===== config.mk =====
export PLATFORM = sky130hd
export DESIGN_NAME = scso_mul
export DESIGN_NICKNAME = d
export VERILOG_FILES = /design/src/hdl/scso_pkg.sv /design/src/hdl/scso_mul.sv
export SDC_FILE = /design/constraint.sdc
export NUM_CORES = 2
export LEC_CHECK = 0
export ABC_AREA = 1
export BUFFER_PORTS_ARGS = -buffer_cell sky130_fd_sc_hd__buf_2
export CORE_MARGIN = 4
export CORE_UTILIZATION = 55
export CTS_CLUSTER_SIZE = 40
export DETAILED_ROUTE_END_ITERATION = 6
export GPL_ROUTABILITY_DRIVEN = 0
export HOLD_SLACK_MARGIN = 0.15
export PLACE_DENSITY_LB_ADDON = 0.15
export REMOVE_ABC_BUFFERS = 1
export SYNTH_ARGS = -nofsm -noshare
export SYNTH_HDL_FRONTEND = slang
export SYNTH_SLANG_ARGS = --single-unit

===== constraint.sdc =====
create_clock -name clk_i -period 11.5 [get_ports clk_i]
set_clock_uncertainty 0.2 [all_clocks]
set_input_delay 3.45 -clock clk_i [delete_from_list [all_inputs] [get_ports clk_i]]
set_output_delay 3.45 -clock clk_i [all_outputs]
set_load 0.02 [all_outputs]

===== src/hdl/scso_pkg.sv =====
`timescale 1ns / 1ps
`default_nettype none

package scso_pkg;

  localparam int unsigned CfgIndexWidth = 4;
  localparam int unsigned CfgDataWidth  = 24;
  localparam int unsigned SampleWidth   = 16;
  localparam int unsigned MulWidth      = 32;
  localparam int unsigned CountWidth    = 3;

  typedef enum logic [CfgIndexWidth-1:0] {
    CfgFramesPerControl = 4'd0,
    CfgPhaseStepPerHz   = 4'd1
  } cfg_index_e;

  localparam logic [3:0]  ResetFramesPerControl = 4'd2;
  localparam logic [23:0] ResetPhaseStep        = 24'd97391;
  localparam logic [31:0] ResetIncrement        = 32'd42852040;
  localparam logic [15:0] ResetAmplitude        = 16'd52429;
  localparam logic [3:0]  MaxFramesPerControl   = 4'd8;

  localparam logic [25:0] HzBaseQ16 = 26'd6553600;
  localparam logic [25:0] HzSpan    = 26'd900;

  localparam logic [63:0] TwoPiQ30  = 64'd6746518852;
  localparam logic [32:0] PiQ30     = 33'd3373259426;
  localparam logic [32:0] HalfPiQ30 = 33'd1686629713;
  localparam logic [2:0]  TaylorTerms = 3'd5;
  localparam logic [31:0] SineScale   = 32'd32767;

endpackage

`default_nettype wire


===== src/hdl/scso_mul.sv =====
`timescale 1ns / 1ps
`default_nettype none

module scso_mul (
  input  logic                             clk_i,
  input  logic [scso_pkg::MulWidth-1:0]    a_i,
  input  logic [scso_pkg::MulWidth-1:0]    b_i,
  output logic [2*scso_pkg::MulWidth-1:0]  p_o
);

  logic [2*scso_pkg::MulWidth-1:0] p_q;

  always_ff @(posedge clk_i) begin
    p_q <= {{scso_pkg::MulWidth{1'b0}}, a_i} * {{scso_pkg::MulWidth{1'b0}}, b_i};
  end

  assign p_o = p_q;

endmodule

`default_nettype wire


# ---- After elaboration in Yosys (flattened, before gate mapping)
# Cells that the tools add are included.
dict set report totals {
  register_bits 64
  in_bits 65
  elab_cells 2
}
dict set report op_classes {
  mul 1
}
# cell count
set ops {}
lappend ops {{multiplier 32 x 32 -> 64 bit} 1}

# ---- Depth between registers and ports, before layout
dict set report depth {
  ltp_word 1
  ltp_mapped 30
  ltp_nobuf 29
}

# ---- Worst setup path after synthesis
# No wires, ideal clock.
dict set report synth_timing {
  kind {input to register}
  startpoint {input a_i[25] (netlist bit)}
  endpoint {register p_q, in the netlist p_o[60]}
  setup_ns 0.112
  arrival_ns 9.152
  required_time_ns 11.188
  slack_ns 2.036
  stages 26
  n_path_buf 1
  path_cell_list {clkbuf_1 nand2_1 fa_1 inv_1 fa_1 inv_1 fa_1 inv_1 fa_1 fa_1 fa_1 fa_1 inv_1 fa_1 inv_1 ha_1 nand2_1 nand2_1 a21oi_1 nand2_1 nand2_1 nand2_1 a21oi_1 nand2_1 nand2_1 nand2_1}
}
dict set report synth_between {
  elab_chain_len 1
}
# element line
set synth_lines {}
lappend synth_lines {{from (decl)} scso_mul.sv:6} ;# input logic [scso_pkg::MulWidth-1:0] a_i,
lappend synth_lines {{multiplier 32 x 32 -> 64 bit} scso_mul.sv:14} ;# p_q <= {{scso_pkg::MulWidth{1'b0}}, a_i} * {{scso_pkg::MulWidth{1'b0}}, b_i};
lappend synth_lines {{to (signal assigned)} scso_mul.sv:14}
lappend synth_lines {{to (decl)} scso_mul.sv:11} ;# logic [2*scso_pkg::MulWidth-1:0] p_q;
# Every way passes these cells.

# ---- Worst setup path after layout
dict set report layout_timing {
  startpoint {input b_i[9] (netlist bit)}
  endpoint {register p_q, in the netlist p_o[34]}
}
dict set report layout_between {
  elab_chain_len 1
}
# element line
set layout_lines {}
lappend layout_lines {{from (decl)} scso_mul.sv:7} ;# input logic [scso_pkg::MulWidth-1:0] b_i,
lappend layout_lines {{multiplier 32 x 32 -> 64 bit} scso_mul.sv:14}
# Every way passes these cells.

==> impl_metrics.json <==
{
  "synth.distinct_cells": 23,
  "avgSynthCellArea_sq_um": 7.45,
  "port_buffers": 128,
  "post_cts_resized": 0,
  "wl_um": 103000,
  "maxSlewViolCount": 0,
  "clock.fmax_mhz": 97.8,
  "fin_crit_sh_pct": 88.9,
  "seq_area_frac_synth_pct": 3.43,
  "drc_errors": 1,
  "status": "finished with violations",
  "start_kind": "primary input",
  "dr.pass1.iters": 7,
  "synth_area_leaders": "fa_1, inv_1, nand2_1",
  "netlist_area_sq_um": 37400,
  "finalCriticalPeriod_ps": 10220,
  "drv_cap": 0,
  "dieHeight_um": 269,
  "dpl_worst_slack_ps": 947,
  "cpMostUsedCell": "fa_1",
  "crit_arrival_ps": 10310,
  "fin_nets": 6238,
  "clockRootBuffer": "clkbuf_16",
  "setup-tns-final_ps": 0,
  "cts_buffers": 9,
  "finalSetupViolCount": 0,
  "grt.overflow.total": 0,
  "cp_slowest_stage_delay_ps": 720,
  "worst_setup_path_end_kind": "flop",
  "hold_viol_final": 0,
  "io_pins": 129,
  "clkSinkCount": 64,
  "worstMarginPinSlew_ps": 978,
  "path_clk_slew_ps": 70,
  "final_common_cell": "inv_1",
  "post-dp-hpwl_um": 87500,
  "yosys.area.top_type": "fa_1",
  "grt_pass1_vias": 31437,
  "violations": "design-rule violations",
  "cp_slowest_cell": "buf_2",
  "grt_pass1_wl_um": 167000,
  "drt_iter0_drc": 1988,
  "crit_fanout": 32,
  "synth_top_area_share_pct": 48.0,
  "cts_tree": "done",
  "final_area_sq_um": 39000,
  "std_cell_rows": 95,
  "fill_cells": 6432,
  "track_usage_pct": 30.0,
  "ys_warn_count": 0,
  "cp.required_ps": 11590,
  "die_w_um": 269,
  "drive_gt1_share_pct": 5.00,
  "cts_setup_buffers": 0,
  "antenna_found_initial": 1,
  "drt-wirelength-per-cell_um": 17.5,
  "slew_headroom_pct": 34.8,
  "dpl_cell_area_sq_um": 38700,
  "syn2layout_area_growth_pct": 4.36,
  "htree_levels": 3,
  "yosys_register_bits": 64,
  "largest_register_ffs": 64,
  "fin_ws_ps": 1280,
  "worst-path-buf-inv": 8,
  "grt_max_degree": 33,
  "hp-class": "primary input to flop",
  "via_per_inst": 5.01,
  "crit_type": "primary input to flop",
  "vias": 29507,
  "cts_max_path_buffers": 2,
  "start_util_pct": 55.6,
  "rsz0062_at_grt": "no",
  "drt.antenna.violating_nets": 0,
  "hold_buffers": 0,
  "final_cell_mix": "inv_1, nand2_1, fa_1, ha_1, buf_2",
  "cp_top_family": "adder cells",
  "core_area_sq_um": 67300,
  "fp.dieArea_sq_um": 72200,
  "synth_cells": 5023
}
-- synthesized netlist by cell type --
library cell and instances:
o21ai_0 2, o21bai_2 1, nor3_2 6, xor2_1 33, nor2_1 81, clkbuf_1 192, o21bai_1 11, a21oi_1 43
nand3_1 56, dfxtp_1 64, nor3_1 11, nand2_2 15, nand4_1 16, inv_1 1723, nor3_4 1, nor2_2 14
fa_1 896, nand2_1 1566, inv_2 12, ha_1 263, xnor2_1 2, nand3_2 9, nor2_4 6
-- area by class of cell --
class / count / area (sq um) / area share (%)
Clock buffer: 12 / 256 / 0.657
Clock inverter: 4 / 28.8 / 0.0737
Tap cell: 873 / 1090 / 2.80
Multi-Input combinational cell: 3032 / 28900 / 74.0
Inverter: 1735 / 6510 / 16.7
Sequential cell: 64 / 1280 / 3.28
Antenna cell: 1 / 2.50 / 0.00641
Timing Repair Buffer: 172 / 971 / 2.49
-- path summary, 6_finish.rpt --
check / from / to / slack (ps) / cells after the start
worst max-delay path: b_i[9] / p_o[34]$_DFF_P_ / 1280 / 25
worst min-delay path: b_i[0] / p_o[0]$_DFF_P_ / 3470 / 3
-- cells by family after synthesis --
logic type | Yosys count | share of synthesized area (%)
xor gates and xnor gates | 35 | 0.820
buffers and inverters | 1927 | 19.3
and+or+nand+nor | 1781 | 18.8
AOI/OAI and AO/OA | 57 | 0.853
adders and majority gates | 1159 | 56.8
DFF | 64 | 3.43
-- stage by stage --
stage,hold WS (ps),utilization (%),cells
after floorplan,3340,-,4831
after global placement,3670,57.6,5876
after detailed placement,3670,57.6,5876
after CTS,3440,58.0,5892
after global routing,3480,58.0,5892
final,3470,58.0,5893
-- metal layers --
metal | vias up | share of wire (%) | routed length [um] | GRT usage (%)
met3 | 201 | 7.3 | 7570 | 4.33
met2 | 1058 | 48 | 49400 | 50.8
li1 | 13589 | - | - | -
met5 | - | 0.017 | 18 | 0
met1 | 14657 | 42 | 43200 | 41.0
met4 | 2 | 2.9 | 3010 | 7.81
Power is left out: the tool's default activity adds up to more than one toggle a clock period on the data nets, which glitch-free logic cannot reach.
