$ cat src/hdl/scso_pkg.sv
`timescale 1ns / 1ps
`default_nettype none

package scso_pkg;

  localparam int unsigned CfgIndexWidth = 4;
  localparam int unsigned CfgDataWidth  = 24;
  localparam int unsigned SampleWidth   = 16;
  localparam int unsigned MulWidth      = 32;
  localparam int unsigned CountWidth    = 3;

  typedef enum logic [CfgIndexWidth-1:0] {
    CfgFramesPerControl = 4'd0,
    CfgPhaseStepPerHz   = 4'd1
  } cfg_index_e;

  localparam logic [3:0]  ResetFramesPerControl = 4'd2;
  localparam logic [23:0] ResetPhaseStep        = 24'd97391;
  localparam logic [31:0] ResetIncrement        = 32'd42852040;
  localparam logic [15:0] ResetAmplitude        = 16'd52429;
  localparam logic [3:0]  MaxFramesPerControl   = 4'd8;

  localparam logic [25:0] HzBaseQ16 = 26'd6553600;
  localparam logic [25:0] HzSpan    = 26'd900;

  localparam logic [63:0] TwoPiQ30  = 64'd6746518852;
  localparam logic [32:0] PiQ30     = 33'd3373259426;
  localparam logic [32:0] HalfPiQ30 = 33'd1686629713;
  localparam logic [2:0]  TaylorTerms = 3'd5;
  localparam logic [31:0] SineScale   = 32'd32767;

endpackage

`default_nettype wire

$ cat src/hdl/scso_div.sv
`timescale 1ns / 1ps
`default_nettype none

module scso_div (
  input  logic [2:0]                      k_i,
  input  logic [scso_pkg::MulWidth-1:0]   num_i,
  input  logic [2*scso_pkg::MulWidth-1:0] prod_i,
  output logic [scso_pkg::MulWidth-1:0]   op_o,
  output logic [scso_pkg::MulWidth-1:0]   recip_o,
  output logic [scso_pkg::MulWidth-1:0]   quot_o
);

  // The denominator (2k)(2k+1) is 2^s times an odd factor d. The dividend is shifted
  // right by s and multiplied by ceil(2^(31+l) / d) with l = clog2(d); the product
  // shifted right by 31+l is the exact quotient.
  always_comb begin
    unique case (k_i)
      3'd1: begin
        op_o    = {1'b0, num_i[31:1]};
        recip_o = 32'd2863311531;
        quot_o  = {1'b0, prod_i[63:33]};
      end
      3'd2: begin
        op_o    = {2'b0, num_i[31:2]};
        recip_o = 32'd3435973837;
        quot_o  = {2'b0, prod_i[63:34]};
      end
      3'd3: begin
        op_o    = {1'b0, num_i[31:1]};
        recip_o = 32'd3272356036;
        quot_o  = {4'b0, prod_i[63:36]};
      end
      3'd4: begin
        op_o    = {3'b0, num_i[31:3]};
        recip_o = 32'd3817748708;
        quot_o  = {3'b0, prod_i[63:35]};
      end
      3'd5: begin
        op_o    = {1'b0, num_i[31:1]};
        recip_o = 32'd2498890064;
        quot_o  = {5'b0, prod_i[63:37]};
      end
      default: begin
        op_o    = '0;
        recip_o = '0;
        quot_o  = '0;
      end
    endcase
  end

endmodule

`default_nettype wire

$ cat config.mk
export PLATFORM = sky130hd
export DESIGN_NAME = scso_div
export DESIGN_NICKNAME = d
export VERILOG_FILES = /design/src/hdl/scso_pkg.sv /design/src/hdl/scso_div.sv
export SDC_FILE = /design/constraint.sdc
export NUM_CORES = 1
export LEC_CHECK = 0
export ABC_CLOCK_PERIOD_IN_PS = 2100
export BUFFER_PORTS_ARGS = -buffer_cell sky130_fd_sc_hd__buf_4
export CAP_MARGIN = 20
export CORE_AREA = 2 2 76 78
export DETAILED_ROUTE_END_ITERATION = 10
export DIE_AREA = 0 0 78 80
export GPL_ROUTABILITY_DRIVEN = 0
export PLACE_DENSITY = 0.79
export SYNTH_ARGS = -nofsm -noshare
export SYNTH_HDL_FRONTEND = slang
export SYNTH_SLANG_ARGS = --single-unit
$ cat constraint.sdc
create_clock -name vclk -period 2.1
set_input_delay 0.105 -clock vclk [all_inputs]
set_output_delay 0.105 -clock vclk [all_outputs]
set_load 0.05 [all_outputs]
== After elaboration in Yosys (flattened, before gate mapping) ==
Cells that the tools add are included.

* Eq/ne operators: 5
* Mux-type cells: 3
* Reduce and logical (&&, ||, !) cells: 1

{| class="wikitable"
|+ Operators with widths
! kind !! number
|-
| one-hot mux 32 bit (5 select lines) || 1
|-
| one-hot mux 31 bit (5 select lines) || 1
|-
| one-hot mux 31 bit (3 select lines) || 1
|-
| equality test 3 x 2 -> 1 bit (second input constant) || 2
|-
| equality test 3 bit (second input constant) || 2
|-
| equality test 3 x 1 -> 1 bit (second input constant) || 1
|-
| OR reduction 3 bit || 1
|}

* Register bits after elaboration: 0
* Output and inout bits: 96

== Longest topological paths before layout ==
* Depth in word-level cells: 3
* Depth in mapped cells: 8
* Depth with buffers taken out: 5

== Worst setup path before layout ==
No wires, ideal clock.

* Kind: input -> output
* From: input port k_i[1]
* To: output port recip_o[23] in the netlist's numbering
* Arrival time: 2585 ps
* Data required time: 1995 ps
* Path slack: -590 ps
* Stages: 7
* Path through: clkbuf_1 > inv_1 > ha_1 > inv_1 > a21oi_1 > o22ai_1 > buf_4

* Cells in the longest elaborated chain, start to end: 2

{| class="wikitable"
|+ Ends and longest elaborated chain
! item !! RTL line !! text
|-
| start: declaration || scso_div.sv:5 || <nowiki>input logic [2:0] k_i,</nowiki>
|-
| equality test 3 bit (tied with other cells) || scso_div.sv:17 || <nowiki>unique case (k_i)</nowiki>
|-
| one-hot mux 32 bit (5 select lines) * || scso_div.sv:17 ||
|-
| end: declaration || scso_div.sv:9 || <nowiki>output logic [scso_pkg::MulWidth-1:0] recip_o,</nowiki>
|}

Every way passes the cells marked *; elsewhere a longest branch is shown, timed or not.

== Final worst setup path ==
* From: input port k_i[1]
* To: output port quot_o[0] in the netlist's numbering

* Cells in the longest elaborated chain, start to end: 2

{| class="wikitable"
|+ Ends and longest elaborated chain
! item !! RTL line !! text
|-
| equality test 3 bit (tied with other cells) || scso_div.sv:17 ||
|-
| one-hot mux 31 bit (5 select lines) * || scso_div.sv:17 ||
|-
| end: declaration || scso_div.sv:10 || <nowiki>output logic [scso_pkg::MulWidth-1:0] quot_o</nowiki>
|}

Marked as above.

==> metrics.cfg <==
[floorplanning]
rows=27
start_util_pct=34.3
dieWidth_um=78
dieArea_sq_um=6240
core-area_sq_um=5410
io_pins=195
die_y_um=80

[finish]
fin_nets=493
fin_cells=462
seq_cells=0
multiInputGateArea_sq_um=1950
drive_gt1_share_pct=53.6
nClkBuffers=0
area_growth_pct=82.3
insertedDiodeCount=0
finish.utilization_pct=62.6
fill_cells=484
layout.area.seq_sq_um=0

[drt]
drtPass1Iterations=4
ant_nets=0
vias=2770
avgViaCountPerCell=6.00
drtIter0Drc=154
drc=0
routed_wl_mm=7.68
wire_per_inst_um=16.6

[power_and_ir_drop]
p_per_area_nw_per_um2=407
ir_worst_vdd_mv=0.201
power.leakage_nw=1.49
power_mw=1.38

[setup_path]
endpoint_kind=output pin
crit_arrival_ps=1860
crit_path_frequent_cell=buf_4
crit_path_max_fanout=27
cp_data_required_time_ps=2000
crit_path_start_kind=primary input
crit_path_cell_trace=buf_4 > inv_1 > ha_1 > or3b_2 > buf_12 > o22ai_1 > a21o_1 > buf_4
crit_type=primary input to output pin
cpMaxStageDelayCell=or3b_2
max_stage_delay_ps=490

[timing]
layout_min_cycle_time_ps=1970
fin_ws_ps=133
hold_ws_ps=563
tightest_slew_ps=541
period_share_pct=93.7
slew_headroom_pct=62.9
max_freq_mhz=508
hold_viol_final=0
rsz0062_at_grt=false
maxSlewViolCount=0
setup_viol=0

[grt]
grt_pass1_vias=2385
antenna_found_initial=0
grt_start_max_net_pins=43
gr-usage-all-layers_pct=21.8
globalRouteOverflowTotal=0
grt_pass1_wl_mm=11.7

[logic_synthesis]
syn_area_sq_um=1860
yosys.area.top_type=a22oi_1
syn_area_per_cell_sq_um=6.82
seq_area_frac_synth_pct=0
netlist_instances=272
synthDominantCellAreaShare_pct=24.3
synth_area_leaders=a22oi_1, mux2i_1, o221ai_1
synth_cell_types=31
synth-warning-count=0

[min_path]
hold_depth=3
worstHoldStart=prod_i[33]
min_to=quot_o[0]
hold_path.class=primary input to output pin

[flow_run]
cap_viol_max_count=0

[outcome]
status=completed

[placement]
hpwlAfterDp_mm=5.89
post-place-ws_ps=154
dp_cells=462
numPortBuffers=158

[clock_tree]
cts_setup_buffers=0
postCtsHoldBufs=0
cts.repair.resized=0

[cells in the mapped netlist, drive strengths merged]
master and instances:
a22oi 60, mux2i 28, inv 5, nor2 3, nor3b 2, nand2 34, a21o 1, or3b 2
and2 2, nor4bb 1, o21ai 3, o221ai 26, clkbuf 9, nand3 1, and2b 1, a31oi 2
nor2b 3, and3 2, o22ai 32, conb 1, a32o 1, and3b 1, buf 45, ha 2
a21oi 3, o21a 2
[cells by family (layout without fill, tap and decap cells)]
logic type,after synthesis,after routing,share of synthesized area (%)
adders and majority gates,2,2,1.35
and+or+nand+nor,52,52,13.6
buffers and inverters,59,175,18.4
other,1,3,0.202
AOI/OAI and AO/OA,130,130,51.4
muxes,28,28,15.1
[report_power, final]
| part | switching, mW | leakage [nW] | internal, mW | total [mW] |
|---|---|---|---|---|
| clock network | 0 | 0 | 0 | 0 |
| logic | 0.914 | 1.49 | 0.463 | 1.38 |
| registers | 0 | 0 | 0 | 0 |
| total | 0.914 | 1.49 | 0.463 | 1.38 |
[metrics by stage]
stage	area, sq um	TNS (ps)
finish	3380	0
CTS	3380	0
detailed placement	3380	0
floorplan	2280	-2630
global placement	3380	0
global route	3380	0
[placed cells by master (no fill, tap or decap), types with 2 or more instances in the layout]
cell | netlist | routed
buf_4 | 19 | 166
a22oi_1 | 60 | 60
nand2_1 | 33 | 33
o22ai_1 | 32 | 30
mux2i_1 | 28 | 28
o221ai_4 | 0 | 20
o221ai_2 | 0 | 6
inv_1 | 4 | 4
buf_12 | 0 | 4
a21oi_1 | 3 | 3
o21ai_1 | 3 | 3
conb_1 | 1 | 3
nor2b_2 | 0 | 2
nor3b_1 | 2 | 2
and2_1 | 2 | 2
a31oi_1 | 2 | 2
or3b_2 | 0 | 2
ha_1 | 2 | 2
[layer usage]
layer / routed length, um / GRT usage (%)
met1: 3180 / 28.8
met2: 3990 / 39.8
met3: 423 / 1.81
met4: 86 / 2.28
met5: 0 / 0
[worst max-delay path, delay by kind of cell]
family | cells | cell delay, ps
buffers and inverters | 4 | 580
AND/OR/NAND/NOR | 1 | 490
adder cells (fa/ha/maj) | 1 | 350
AO/OA/AOI/OAI | 2 | 290
[area by class of cell]
type,instances,share of cell area (%)
Tap cell,72,2.66
Inverter,5,0.555
Multi-Input combinational cell,215,57.6
Timing Repair Buffer,170,39.2
[worst max path at each step]
stage,cells after the start,end,from
finish,8,quot_o[0],k_i[1]
global route,8,quot_o[0],k_i[1]
CTS,8,quot_o[0],k_i[1]
detailed placement,8,quot_o[0],k_i[1]
global placement,8,quot_o[0],k_i[1]
floorplan,7,recip_o[18],k_i[1]
No activity file was read; power rests on OpenSTA's default activity.
